==> src/rtl/rbr_pkg.sv <==
package rbr_pkg;

    localparam int BUFFER_DEPTH = 512;
    localparam int MAX_PACKET   = 64;

    localparam int ADDR_W  = $clog2(BUFFER_DEPTH);
    localparam int OFF_W   = $clog2(MAX_PACKET + 1);
    localparam int LEN_W   = 7;
    localparam int POFF_W  = 9;
    localparam int FILL_W  = 9;
    localparam int VALUE_W = 16;
    localparam int TMR_W   = 16;
    localparam int BYTE_W  = 8;

    typedef enum logic [2:0] {
        REQ_BYTE   = 3'd0,
        REQ_TICK   = 3'd1,
        REQ_READ   = 3'd2,
        REQ_PEEK_B = 3'd3,
        REQ_PEEK_W = 3'd4,
        REQ_FLUSH  = 3'd5,
        REQ_FILL   = 3'd6
    } t_req;

    typedef enum logic [1:0] {
        KIND_ACK     = 2'd0,
        KIND_READ    = 2'd1,
        KIND_PEEK    = 2'd2,
        KIND_TIMEOUT = 2'd3
    } t_kind;

    typedef enum logic [2:0] {
        ST_CLEAR,
        ST_IDLE,
        ST_READ,
        ST_PEEK_B,
        ST_PEEK_LO,
        ST_PEEK_HI
    } t_state;

    typedef struct packed {
        t_kind               kind;
        logic [VALUE_W-1:0]  value;
        logic                last;
        logic [FILL_W-1:0]   fill;
        logic                accepted;
    } t_result;

    typedef struct packed {
        logic               cfg_we;
        logic [TMR_W-1:0]   cfg_data;
        logic               tick;
        logic               commit;
    } t_tmr_ctl;

endpackage

==> src/rtl/rbr_outbuf.sv <==
module rbr_outbuf import rbr_pkg::*; (
    input  logic       i_clk,
    input  logic       i_rst_n,
    input  logic       i_push,
    input  t_result    i_data,
    input  logic       i_pop,
    output logic       o_valid,
    output t_result    o_data,
    output logic [1:0] o_count
);

    t_result    r_slot [2];
    logic       r_wr;
    logic       r_rd;
    logic [1:0] r_count;

    assign o_valid = (r_count != 2'd0);
    assign o_data  = r_slot[r_rd];
    assign o_count = r_count;

    always_ff @(posedge i_clk) begin
        if (i_push) begin
            r_slot[r_wr] <= i_data;
        end
    end

    always_ff @(posedge i_clk) begin
        if (!i_rst_n) begin
            r_wr    <= 1'b0;
            r_rd    <= 1'b0;
            r_count <= 2'd0;
        end else begin
            if (i_push) begin
                r_wr <= ~r_wr;
            end
            if (i_pop) begin
                r_rd <= ~r_rd;
            end
            r_count <= r_count + 2'(i_push) - 2'(i_pop);
        end
    end

    // a push into a full buffer is only legal while the head leaves
    a_no_overflow: assert property (@(posedge i_clk) disable iff (!i_rst_n)
        (i_push && r_count == 2'd2) |-> i_pop)
        else $error("result buffer overflow");

endmodule

==> config.mk <==
export PLATFORM = sky130hd
export DESIGN_NAME = rbr_outbuf
export DESIGN_NICKNAME = d
export VERILOG_FILES = /design/src/rtl/rbr_pkg.sv /design/src/rtl/rbr_outbuf.sv
export SDC_FILE = /design/constraint.sdc
export NUM_CORES = 1
export LEC_CHECK = 0
export BUFFER_PORTS_ARGS = -buffer_cell sky130_fd_sc_hd__buf_2
export CORE_MARGIN = 5
export CORE_UTILIZATION = 50
export DETAILED_ROUTE_END_ITERATION = 8
export PLACE_DENSITY = 0.85
export REMOVE_ABC_BUFFERS = 1
export SLEW_MARGIN = 20
export SYNTH_ARGS = -nofsm -noshare
export SYNTH_HDL_FRONTEND = slang
export SYNTH_SLANG_ARGS = --single-unit
==> constraint.sdc <==
create_clock -name i_clk -period 2.7 [get_ports i_clk]
set_input_delay 0.27 -clock i_clk [delete_from_list [all_inputs] [get_ports i_clk]]
set_output_delay 0.27 -clock i_clk [all_outputs]
set_load 0.05 [all_outputs]
* Word-level counts from Yosys, hierarchy flattened
Memory sizes are Yosys's and may differ from the RTL's. A register that Yosys moved wholly into a read port is not among the register bits.
Cells that the tools add are included.
** Cells by class
- $add $sub $neg :: 2
- Multiplexer cells :: 4
- Bitwise gates (word level) :: 2
- Reduce and logical (&&, ||, !) cells :: 1
** Operator list (count)
- $mux 1 :: 4
- $add 2x1->2 :: 1
- $not 1->1 :: 2
- $reduce_bool 2->1 :: 1
- $sub 2x1->2 :: 1
** Storage, ports and cells
- Register bits after elaboration :: 4
- Memory bits (writable) :: 58
- Input port bits :: 33
- Output and inout bits :: 32
- Memories kept :: 1
** Memory list
- r_slot :: words 2, bits a word 29, rd ports 1, clocked after Yosys merged registers in 1, write ports 1, line rbr_outbuf.sv:12 : t_result r_slot [2];

* Logic depth before layout (Yosys ltp)
- Depth in word-level cells :: 3
- Depth in mapped cells :: 6
- Depth with buffers taken out :: 6

* Worst setup path after synthesis
Ideal clock, no wire load.
- Path type :: reg-to-reg
- Start :: register r_wr
- End :: memory r_slot[0][0] (netlist name) (enable)
- Setup time :: 0.420 ns
- Arrival :: 1.645 ns
- Data required time :: 2.280 ns
- Slack :: 0.635 ns
- Cell stages (with the launch flop) :: 2
- Path buffers :: 0
- Clock period less this slack :: 2.065 ns
- Cells stage by stage :: dfxtp_1 nor2b_1
** RTL lines
- start, declared :: line rbr_outbuf.sv:13 : logic r_wr;
- start signal, assigned :: line rbr_outbuf.sv:34 : r_wr <= ~r_wr;
- end, declared :: line rbr_outbuf.sv:12
No word-level cell before the write port.

==> metrics.txt <==
Post-Synth Adder-Cell Area=0.0106; Synth area leader=edfxtp_1; min Tclk post-route=1800 ps; reg-to-reg endpoint=r_slot[1][16]$_DFFE_PP_; Fin Setup TNS=0 ps; DP Worst Slack=1160 ps; worst-path cell chain=buf_4, mux2_2, buf_2; Cell variety after synth=14; Power per Cell Area=757 nW/um^2; Synth area leaders=edfxtp_1 74%, mux2_2 9.1%, mux2_4 6.4%; gpl congestion=0.671; drt drc=0; FILL cells=343; Placed Cells=229; Placement Cell Area=2750 um^2; Root Buffer=clkbuf_8; total CTS buffers=9; WP buf/inv=2; n_diodes=0; core area=4660 um^2; number of setup buffers added after CTS=0; post-route setup slack=900 ps; CP required=2430 ps; crit start category=flop; CTS Buffer Depth=2; hold path cells=1; WL/cell=16.1 um; met2 wire length=1870 um; htree depth=3; CP endpoint kind=primary output; CTS tree=built; Yosys top cell area share=0.740; Via density=4.87; CP top delay family=buffers and inverters; mux contribution to synthesized area=0.155; Detail Route Antenna Nets=0; Peak VDD IR=692 uV; register area share after synthesis=0.782; Hold Slack=134 ps; Worst path depth=3; worst hold path class=in -> reg; FP Rows=25; Metal-1 WL=1630 um; clock latency at the later pin of the worst-skew pair=320 ps; fraction of layout cells with a size suffix above 1=0.577; CP Max Fanout=18; Worst-Margin Slew=439 ps; vias in the first global route=1245; highest clock rate=555 MHz; beginning of the worst hold path=i_data[14]; kind of critical path=reg -> out; CTS resizes=0; Largest stage delay, worst path=380 ps; uppermost layer routed=met4; Avg Inst Size Synth=21.4 um^2; arrival time at the worst endpoint=1530 ps; I/O pin count=65; Worst R2R Path Depth=2; Die Area=6180 um^2; Post-Layout Cell Count=243; Mapped Area=2350 um^2; Die Span Y=78.6 um; Hold Path Sink=r_slot[0][14]$_DFFE_PP_; final WL=3920 um; RSZ-0062 raised after global routing=no; Max-Cap Viols=0; reg2reg setup slack=1270 ps; Simple-Gate Fraction of Synth Area=0.0213; effective utilization at floorplan=0.505; Max-slew headroom=0.706; overall routing resource usage=0.138; Final period util=0.667; Yosys reg bits=63; post-DP HPWL=2840 um; Final Hold Viols=0; number of iterations in the first detailed-routing pass=4; outcome=complete, no violations; clock sinks=63; hold_buf cts=0; Remaining Overflow, GRT=0; initial DRC count=61; main combinational cell family by area after synthesis=multiplexers; Syn. warnings=0; synthesized instance count=110; Compound-Gate Fraction of Synth Area=0.00319; met3 WL=376 um; skew final=6.63 ps; Die Wd=78.6 um; initial antenna violation count=0; vias post-DR=1184; largest net degree at the start of global routing=23; synth-to-layout area growth=22.8%; Leakage=0.00115 uW; first-pass GRT wire length=6220 um; Final Slew Violations=0; PortBufs=64; R2R Path Start=r_wr$_SDFFE_PN0P_; post-route cell area=2890 um^2; clock input transition at the sequential cells of the worst setup and hold paths=60 ps; slowest CP cell=mux2_2; nets=221; Setup-failing EPs final=0; post-synthesis xor/xnor area fraction=0.0133
sequential cells by signal, summed over array words and instances (netlist names), named ones only:
register / flops
o_count: 2
r_rd: 1
r_slot: 58
r_wr: 1
worst max path at each step:
| stage | startpoint | end |
|---|---|---|
| floorplan | r_wr$_SDFFE_PN0P_ | r_slot[0][0]$_DFFE_PP_ |
| global placement | i_push | r_slot[0][26]$_DFFE_PP_ |
| detailed placement | i_push | r_slot[0][20]$_DFFE_PP_ |
| CTS | flop | o_data[10] |
| global route | flop | o_data[4] |
| finish | flop | o_data[4] |
kinds of logic (layout without fill, tap and decap cells):
logic type                 Yosys count  after routing
AOI/OAI and AO/OA                    1              1
xor gates and xnor gates             2              2
adders and majority gates            2              2
buffers and inverters                5             84
DFF                                 63             63
muxes                               29             29
and+or+nand+nor                      8              8
worst register-to-register path, cell delays in order (launching register included):
cell and delay, ps:
dfxtp_1 350, and2_1 390, buf_4 370
through the flow:
| step | utilization | total power (uW) |
|---|---|---|
| after CTS | 0.620 | 2220 |
| after floorplan | - | 1490 |
| after global placement | 0.590 | 1590 |
| after global routing | 0.620 | 2290 |
| after detailed placement | 0.590 | 1610 |
| final | 0.620 | 2190 |
layout make-up:
cell class,count,area (um^2),area share
clock buffer,11,131,0.0454
clock inverter,3,12.5,0.00433
inverter,2,7.51,0.00260
multi-input combinational,42,480,0.166
sequential,63,1840,0.637
tap,54,67.6,0.0234
timing repair buffer,68,350,0.121
Yosys cell counts (all sizes together):
master   n
edfxtp  58
mux2    29
dfxtp    5
and2     4
buf      3
nor2b    3
ha       2
inv      2
o21a     1
or2      1
xnor3    1
xor2     1
cell usage in the layout, fill, tap and decap left out, drive strengths merged:
cell and count:
and2 4, buf 68, clkbuf 11, clkinv 3, dfxtp 5, edfxtp 58
ha 2, inv 2, mux2 29, nor2b 3, o21a 1, or2 1
xnor3 1, xor2 1
power by group:
group          total (uW)  leakage, uW  internal [uW]  switching, uW
Clock                 610    0.0000741            315            295
Combinational         434     0.000486            138            296
Sequential           1150     0.000586           1130           17.8
Total                2190      0.00115           1580            609
metal layers:
layer  up-vias  global-route usage
li1        571                   -
met1       557               0.167
met2        50               0.202
met3         6              0.0826
met4         0              0.0524
met5         -                   0
No activity file was read; power rests on OpenSTA's default activity.
