**src/rtl/rbr_pkg.sv**
```systemverilog
package rbr_pkg;

    localparam int BUFFER_DEPTH = 512;
    localparam int MAX_PACKET   = 64;

    localparam int ADDR_W  = $clog2(BUFFER_DEPTH);
    localparam int OFF_W   = $clog2(MAX_PACKET + 1);
    localparam int LEN_W   = 7;
    localparam int POFF_W  = 9;
    localparam int FILL_W  = 9;
    localparam int VALUE_W = 16;
    localparam int TMR_W   = 16;
    localparam int BYTE_W  = 8;

    typedef enum logic [2:0] {
        REQ_BYTE   = 3'd0,
        REQ_TICK   = 3'd1,
        REQ_READ   = 3'd2,
        REQ_PEEK_B = 3'd3,
        REQ_PEEK_W = 3'd4,
        REQ_FLUSH  = 3'd5,
        REQ_FILL   = 3'd6
    } t_req;

    typedef enum logic [1:0] {
        KIND_ACK     = 2'd0,
        KIND_READ    = 2'd1,
        KIND_PEEK    = 2'd2,
        KIND_TIMEOUT = 2'd3
    } t_kind;

    typedef enum logic [2:0] {
        ST_CLEAR,
        ST_IDLE,
        ST_READ,
        ST_PEEK_B,
        ST_PEEK_LO,
        ST_PEEK_HI
    } t_state;

    typedef struct packed {
        t_kind               kind;
        logic [VALUE_W-1:0]  value;
        logic                last;
        logic [FILL_W-1:0]   fill;
        logic                accepted;
    } t_result;

    typedef struct packed {
        logic               cfg_we;
        logic [TMR_W-1:0]   cfg_data;
        logic               tick;
        logic               commit;
    } t_tmr_ctl;

endpackage

```
**src/rtl/rbr_timer.sv**
```systemverilog
module rbr_timer import rbr_pkg::*; (
    input  logic     i_clk,
    input  logic     i_rst_n,
    input  t_tmr_ctl i_ctl,
    output logic     o_fire
);

    logic             r_armed;
    logic             n_armed;
    logic [TMR_W-1:0] r_ticks;
    logic [TMR_W-1:0] n_ticks;
    logic [TMR_W-1:0] r_timeout;
    logic [TMR_W-1:0] n_timeout;
    logic             expiring;

    assign expiring = r_armed && (r_ticks <= TMR_W'(1));
    assign o_fire   = i_ctl.tick && expiring;

    always_comb begin
        n_armed   = r_armed;
        n_ticks   = r_ticks;
        n_timeout = r_timeout;
        if (i_ctl.cfg_we) begin
            n_timeout = i_ctl.cfg_data;
            n_armed   = 1'b0;
        end else if (i_ctl.commit) begin
            if (r_timeout != '0) begin
                n_armed = 1'b1;
                n_ticks = r_timeout;
            end else begin
                n_armed = 1'b0;
            end
        end else if (i_ctl.tick && r_armed) begin
            if (expiring) begin
                n_ticks = '0;
                n_armed = 1'b0;
            end else begin
                n_ticks = r_ticks - TMR_W'(1);
            end
        end
    end

    always_ff @(posedge i_clk) begin
        if (!i_rst_n) begin
            r_armed   <= 1'b0;
            r_ticks   <= '0;
            r_timeout <= '0;
        end else begin
            r_armed   <= n_armed;
            r_ticks   <= n_ticks;
            r_timeout <= n_timeout;
        end
    end

    // expiry always leaves the counter disarmed
    a_fire_disarms: assert property (@(posedge i_clk) disable iff (!i_rst_n)
        o_fire |=> !r_armed)
        else $error("timer still armed after expiry");

    // a commit with a nonzero timeout loads and arms
    a_commit_arms: assert property (@(posedge i_clk) disable iff (!i_rst_n)
        (i_ctl.commit && !i_ctl.cfg_we && r_timeout != '0)
            |=> (r_armed && r_ticks == $past(r_timeout)))
        else $error("commit did not rearm the timer");

endmodule

```
**config.mk**
```make
export PLATFORM = sky130hd
export DESIGN_NAME = rbr_timer
export DESIGN_NICKNAME = d
export VERILOG_FILES = /design/src/rtl/rbr_pkg.sv /design/src/rtl/rbr_timer.sv
export SDC_FILE = /design/constraint.sdc
export NUM_CORES = 1
export LEC_CHECK = 0
export ABC_CLOCK_PERIOD_IN_PS = 1800
export BUFFER_PORTS_ARGS = -buffer_cell sky130_fd_sc_hd__clkbuf_2
export CAP_MARGIN = 30
export CORE_MARGIN = 5
export CORE_UTILIZATION = 51
export DETAILED_ROUTE_END_ITERATION = 10
export GPL_TIMING_DRIVEN = 0
export PLACE_DENSITY = 0.76
export SYNTH_ARGS = -nofsm -noshare
export SYNTH_HDL_FRONTEND = slang
export SYNTH_SLANG_ARGS = --single-unit
```
**constraint.sdc**
```tcl
create_clock -name i_clk -period 1.8 [get_ports i_clk]
set_input_delay 0.09 -clock i_clk [delete_from_list [all_inputs] [get_ports i_clk]]
set_output_delay 0.09 -clock i_clk [all_outputs]
set_load 0.02 [all_outputs]
```
* After elaboration in Yosys (flattened, before gate mapping)
Cells that the tools add are included.
** Word-level totals
- Bits in registers :: 33
- Bits of input ports :: 21
- Output and inout port bits :: 1
- Logic and storage cells :: 25
** Cells by class
- Add/sub/neg operators :: 1
- Order comparisons :: 1
- Eq/ne operators :: 1
- Multiplexer cells :: 8
- Bitwise logic cells :: 2
- Reduce and logical (&&, ||, !) cells :: 9
** Operators with widths (number)
- two-way mux 16 bit :: 4
- <= comparator 16 x 1 -> 1 bit, second input constant :: 1
- nonzero test 16 bit :: 1
- subtractor 16 x 1 -> 16 bit, second input constant :: 1
- two-way mux 1 bit :: 4
- nonzero test 2 bit :: 2
- logical AND 1 bit :: 3
- AND reduction 3 bit :: 1
- inequality test 2 x 1 -> 1 bit, second input constant :: 1
- NOT 1 bit :: 2
- AND reduction 2 bit :: 1
- OR reduction 2 bit :: 1

* Depth between registers and ports, before layout
Gate-level depths: netlist (run 1).
- Word-level depth :: 5
- Gate-level depth with buffers :: 7
- Gate-level depth less buffers :: 7

* Worst setup path before layout (run 1)
Ideal clock, no wire load.
- Path type :: reg2reg
- Start :: register r_ticks[0]
- End :: register r_ticks[14]
- Setup time :: 123 ps
- Arrival :: 1736 ps
- Required time :: 1677 ps
- Slack :: -59 ps
- Cell stages (with the launch flop) :: 8
- Path buffers :: 0
- Period minus slack after synthesis :: 1859 ps
- Path through :: dfxtp_1 -> inv_1 -> ha_1 -> nor3b_1 -> nand4_1 -> xnor2_1 -> a221oi_1 -> nor2_1
** On the way
- Cells in the longest elaborated chain, start to end :: 5
- Elaborated cells between the ends (all ways) :: 6
- Classes of those cells :: add/sub (1); order compare (1); mux (3); reduce/logical (1)
** Ends and longest elaborated chain
- start: declaration :: RTL line rbr_timer.sv:10 : logic [TMR_W-1:0] r_ticks;
- start signal: assignment :: RTL line rbr_timer.sv:50 : r_ticks <= n_ticks;
- <= comparator 16 x 1 -> 1 bit :: RTL line rbr_timer.sv:16 : assign expiring = r_armed && (r_ticks <= TMR_W'(1));
- logical AND 1 bit :: RTL line rbr_timer.sv:16
- two-way mux 16 bit (*) :: RTL line rbr_timer.sv:34 : if (expiring) begin
- two-way mux 16 bit (*) :: RTL line rbr_timer.sv:33 : end else if (i_ctl.tick && r_armed) begin
- two-way mux 16 bit (*) :: RTL line rbr_timer.sv:26 : end else if (i_ctl.commit) begin
Mark *: on every way between the ends. The rest lies on a longest branch, timed or not. The select of a mux whose other input is x is not followed.
A chain may end at the register's enable or synchronous reset.

* Final worst setup path (run 1)
- Start :: register r_ticks[3]
- End :: output o_fire
** On the way
- Cells in the longest elaborated chain, start to end :: 3
** Ends and longest elaborated chain
- <= comparator 16 x 1 -> 1 bit :: RTL line rbr_timer.sv:16
- logical AND 1 bit :: RTL line rbr_timer.sv:16
- logical AND 1 bit :: RTL line rbr_timer.sv:17 : assign o_fire = i_ctl.tick && expiring;
- end: declaration :: RTL line rbr_timer.sv:5 : output logic o_fire
No other way between the ends.

==> results of run 1 <==
sequential cells by signal (all words and copies together), names as in the netlist:
signal and cells:
r_armed 1, r_ticks 16, r_timeout 16
critical path: cells and delay by family (launching register included):
family | cells | cell delay (ns)
AO/OA/AOI/OAI | 1 | 0.33
flip-flops | 1 | 0.42
buffers and inverters | 2 | 0.22
AND/OR/NAND/NOR | 2 | 0.47
power groups by stage:
stage                     sequential, W  clock [W]  combinational, W
after global placement         0.000859          0          0.000391
final                          0.000853   0.000403          0.000529
after detailed placement       0.000860          0          0.000399
after CTS                      0.000846   0.000405          0.000476
after global routing           0.000860   0.000442          0.000581
after floorplan                0.000841          0          0.000314
routing by layer:
metal  GRT usage (%)  vias up  part of all wire, %  wire length, µm
li1                -      822                    -                -
met1            27.6      806                   40             1920
met2            37.3       75                   48             2300
met3            4.33       18                  8.5              406
met4            10.2        0                  3.3              158
met5               0        -                    0                0
metrics by stage:
stage	instances	setup slack, ns	hold WS [ns]	setup TNS, ns
2_1_floorplan	194	0.0972	0.237	0
3_3_place_gp	259	-0.135	0.324	-0.618
3_5_place_dp	259	-0.181	0.331	-1.28
4_1_cts	286	0.000269	0.000178	0
5_1_grt	289	-0.0738	0.00805	-0.490
6_report	289	-0.0715	-0.000134	-0.0927
cell usage after synthesis (2+ instances only):
library cell,n
a21oi_1,8
nor3_1,5
nor4b_1,2
mux2i_1,16
nor4_4,2
a221oi_1,7
clkbuf_1,7
buf_2,3
a32o_1,5
ha_1,2
nand4_1,3
nor2_1,32
o21ai_1,4
nand3_1,6
dfxtp_1,33
inv_1,6
o21ai_0,11
nand2_1,7
nor4_1,7
xnor2_1,5
worst paths after layout:
kind,startpoint,endpoint,slack (ns),cells after the start
worst max-delay path,r_ticks[3]$_SDFFE_PN0P_,o_fire,-0.07,5
worst min-delay path,i_ctl[16],r_timeout[14]$_SDFFE_PN0P_,-0.0001,3
worst max register to register,r_ticks[3]$_SDFFE_PN0P_,r_ticks[10]$_SDFFE_PN0P_,-0.02,6
worst min register to register,r_ticks[11]$_SDFFE_PN0P_,r_ticks[11]$_SDFFE_PN0P_,0.54,2
what timing repair did:
action / 4_1_cts / 5_1_grt
endpoints found under the setup margin: 15 / 16
hold endpoints to repair: 11 / 0
hold buffers: 11 / 0
buffers inserted: 8 / 3
pin swaps: 3 / 10
resized for setup: 9 / 26
kinds of logic after synthesis:
kind of cell | after synthesis | synth area share (%)
adder cells (fa/ha/maj) | 2 | 1.47
flip-flops | 33 | 38.8
AO/OA/AOI/OAI | 49 | 21.1
AND/OR/NAND/NOR | 71 | 22.2
buffers and inverters | 17 | 3.97
multiplexers | 16 | 9.40
XOR/XNOR | 6 | 3.09
layout make-up:
| class | count | area (µm²) | share of cell area [%] |
|---|---|---|---|
| well taps | 46 | 57.6 | 2.57 |
| multi-input cells | 144 | 1080 | 48.1 |
| inverters | 6 | 22.5 | 1.01 |
| clock buffers | 6 | 41.3 | 1.85 |
| clock inverters | 2 | 10.0 | 0.447 |
| plain buffers | 11 | 48.8 | 2.18 |
| flip-flops and latches | 33 | 674 | 30.1 |
| repair buffers | 41 | 307 | 13.7 |
==> impl_metrics.json, run 1 <==
{
  "grt_max_degree": 11,
  "rows": 21,
  "die_height_um": 67.8,
  "nets": 265,
  "track_usage_pct": 22.3,
  "start_kind": "flip-flop",
  "synthToLayoutAreaGrowth_pct": 31.4,
  "pwr-share-clk_pct": 22.6,
  "pin_count": 22,
  "overflow": 0,
  "n_fill_cell": 267,
  "final_cell_mix": "nor2_1, dfxtp_1, clkbuf_2, mux2i_1, dlygate4sd3_1",
  "place_area_um2": 1860,
  "portBuffers": 19,
  "yosysWarnings": 0,
  "power_density_nw_per_um2": 798,
  "grt_pass1_wl_um": 7630,
  "pwr-share-comb_pct": 29.6,
  "setup_viol": 2,
  "endpoint_kind": "output pin",
  "worst_ep_arrival_time_ns": 1.78,
  "die_area_um2": 4590,
  "hold_viol": 1,
  "core-area_um2": 3280,
  "rsz0062_at_grt": "true",
  "violations": "hold timing, setup timing",
  "fin_crit_sh_pct": 104,
  "htree_levels": 2,
  "finalMaxSlewViolations": 0,
  "ys_seq_area_share_pct": 38.8,
  "synth_nets": 217,
  "synth_top_area_share_pct": 38.8,
  "outcome": "finished, violations left",
  "synth_cell_type_count": 43,
  "drive_above_1_share_pct": 28.8,
  "syn_inst": 194,
  "cp_data_required_time_ns": 1.71,
  "initial_core_util_pct": 51.8,
  "ant_nets": 0,
  "p_seq_share_pct": 47.8,
  "synthTopCellsByArea": "dfxtp_1, mux2i_1, nor2_1, a221oi_1, o21ai_0",
  "cts_tree": "yes",
  "power.switching_w": 0.000589,
  "syn_area_um2": 1700,
  "finalWorstSetupSlack_ns": -0.0715,
  "path_class": "reg2out",
  "antenna_cells": 0,
  "fin_skew_ns": 0.00885,
  "period_needed_ns": 1.87,
  "holdCritPathClass": "in2reg",
  "gp_congestion": 0.895,
  "swShare_pct": 33.0,
  "grt_pass1_vias": 1635,
  "fin_hold_ws_ns": -0.000134,
  "power_leakage_nw": 0.915,
  "drt-wirelength-per-cell_um": 16.6,
  "synthFlopType": "dfxtp_1",
  "cp_max_fo": 5,
  "path_clk_slew_ns": 0.10,
  "total_power_w": 0.00179,
  "dr_total_vias": 1721,
  "worst_pin_slew_ns": 0.566,
  "p_int_w": 0.00120,
  "fmax_ghz": 0.534,
  "drc": 0,
  "yosys.area.top_type": "dfxtp_1",
  "slew_headroom_pct": 62.3,
  "ir_drop_uv": 528,
  "cpPeakStageDelay_ns": 0.42,
  "clockBufferDepth": 2,
  "cts_buffers": 5,
  "finish.utilization_pct": 68.1,
  "design_area_um2": 2240,
  "drt-pass1-iter-count": 4,
  "syn_avg_cell_area_um2": 8.78,
  "grt_antenna_before_repair": 0,
  "mostFrequentLayoutCell": "nor2_1",
  "vias_per_cell": 5.96,
  "wl_um": 4780,
  "ys_ff_latch": 33,
  "dr.first_iter.drc_count": 123,
  "dp_hpwl_um": 3150,
  "die_w_um": 67.8,
  "cts_sinks": 33,
  "cpMaxStageDelayCell": "dfxtp_1",
  "cap_violations": 0,
  "synthArstFlopShare_pct": 0,
  "clk_latency_ns": 0.34,
  "cts_root_buffer": "clkbuf_4",
  "cp_cell_sequence": "nor4b_2 -> o2111a_2 -> nand3_1 -> inv_1 -> buf_4",
  "synth_edf_count": 0
}
Power figures use the tool's default switching activity.
==> run 2: changes to the inputs <==
Settings changed: ABC_CLOCK_PERIOD_IN_PS 1800 to 2400, CORE_UTILIZATION 51 to 25, PLACE_DENSITY 0.76 to 0.42.
Clock period 1.8 ns to 2.4 ns, I/O delays scaled along.
==> run 2 against run 1 <==
The flow now finishes without violations. Clock-buffer cell count rose by 1. Total power fell by 17%. Sequential power fell by 26%. Via count fell by 10%. Highest routed layer unchanged. Sequential share of layout area rose by 2.6 points. Non-clock buffer count fell by 22. Die area rose by 86%.
==> impl_metrics.json, run 2 (same netlist as run 1, synthesis figures left out) <==
{
  "outcome": "complete, no violations",
  "start_kind": "flip-flop",
  "finalWorstSetupSlack_ns": 0.334,
  "grt_pass1_vias": 1531,
  "cap_violations": 0,
  "rsz0062_at_grt": "false",
  "finalMaxSlewViolations": 0,
  "worst_ep_arrival_time_ns": 2.25,
  "design_area_um2": 2020,
  "core-area_um2": 6720,
  "power_density_nw_per_um2": 738,
  "period_needed_ns": 2.07,
  "post_cts_resized": 0,
  "nets": 243,
  "pre_cts_ws_ns": 0.0761,
  "overflow": 0,
  "total_power_w": 0.00149,
  "track_usage_pct": 11.9,
  "clk_latency_ns": 0.29,
  "power_leakage_nw": 0.805,
  "htree_levels": 2,
  "setup_viol": 0,
  "ant_nets": 0,
  "hold_viol": 0,
  "die_height_um": 92.5,
  "fin_skew_ns": 0.00902,
  "fmax_ghz": 0.484,
  "drive_above_1_share_pct": 17.6,
  "path_class": "reg2reg",
  "drt-wirelength-per-cell_um": 16.3,
  "final_cell_mix": "dfxtp_1, nor2_1, clkbuf_2, mux2i_1, o21ai_0",
  "fin_hold_ws_ns": 0.0665,
  "cts_tree": "yes",
  "cp_max_fo": 10,
  "drc": 0,
  "worst_pin_slew_ns": 0.643,
  "cts_buffers": 5,
  "grt_pass1_wl_um": 7990,
  "slew_headroom_pct": 56.8,
  "grt_max_degree": 11,
  "die_w_um": 92.5,
  "ir_drop_uv": 299,
  "initial_core_util_pct": 25.3,
  "dr_total_vias": 1541,
  "postCtsHoldBufs": 0,
  "clockBufferDepth": 2,
  "cts_root_buffer": "clkbuf_8",
  "vias_per_cell": 5.12,
  "drt-pass1-iter-count": 4,
  "portBuffers": 19,
  "dr.first_iter.drc_count": 89,
  "cts_sinks": 33,
  "antenna_cells": 0,
  "endpoint_kind": "flip-flop",
  "post_cts_buffers": 0,
  "die_area_um2": 8560,
  "gp_congestion": 0.783,
  "grt_antenna_before_repair": 0,
  "pin_count": 22,
  "path_clk_slew_ns": 0.07,
  "reg.largest.list": "r_ticks x16, r_timeout x16, r_armed x1",
  "dp_hpwl_um": 3560,
  "wl_um": 4910,
  "cp_data_required_time_ns": 2.59,
  "place_area_um2": 1900,
  "synthToLayoutAreaGrowth_pct": 18.6,
  "mostFrequentLayoutCell": "dfxtp_1",
  "holdCritPathClass": "in2reg",
  "rows": 30,
  "fin_crit_sh_pct": 86.1,
  "tns_ns": 0
}
[run 2: cell types whose count changed in the layout (fill, tap and decap cells not counted), moves of 3 or more]
cell / change
nor4_1: +3
dfxtp_4: -3
clkbuf_8: +6
dlygate4sd3_1: -11
buf_4: -10
dfxtp_1: +5
clkbuf_4: -6
[run 2: report_power, final]
part	switching [W]	total [W]	leakage (nW)	internal [W]
logic	0.000175	0.000310	0.476	0.000135
registers	0.0000499	0.000635	0.271	0.000585
clock network	0.000208	0.000546	0.0585	0.000339
[run 2: cell type report]
cell class	count	area, µm²
Inverter	6	22.5
Tap cell	80	100
Fill cell	736	4700
Buffer	11	45.0
Sequential cell	33	661
Clock inverter	1	30.0
Multi-Input combinational cell	144	980
Clock buffer	7	86.3
Timing Repair Buffer	19	95.1
[run 2: routing by layer]
layer	vias to the layer above	routed length (µm)	GRT usage (%)	part of all wire, %
met2	36	2220	19.2	45
li1	774	-	-	-
met3	5	307	3.01	6.3
met5	-	0	0	0
met1	726	2340	15.8	48
met4	0	37	2.97	0.75
[run 2: per-stage QoR]
stage,cells,util (%)
6_report,301,30.1
5_1_grt,301,30.1
4_1_cts,301,30.0
3_5_place_dp,293,28.2
3_3_place_gp,293,28.2
2_1_floorplan,194,-
[run 2: worst max-delay path: stages, from the launching register on]
cell and delay (ns):
dfxtp_1 0.41, inv_1 0.11, ha_1 0.26, o2111a_2 0.36, a21oi_2 0.44, a221oi_1 0.15
a211oi_1 0.25
[run 2: final timing paths]
kind | start | cells after the start | slack, ns | end
worst max register to register | r_ticks[0]$_SDFFE_PN0P_ | 6 | 0.33 | r_ticks[0]$_SDFFE_PN0P_
worst min-delay path | i_ctl[14] | 3 | 0.07 | r_timeout[12]$_SDFFE_PN0P_
worst max-delay path | r_ticks[0]$_SDFFE_PN0P_ | 6 | 0.33 | r_ticks[0]$_SDFFE_PN0P_
worst min register to register | r_timeout[2]$_SDFFE_PN0P_ | 2 | 0.54 | r_timeout[2]$_SDFFE_PN0P_
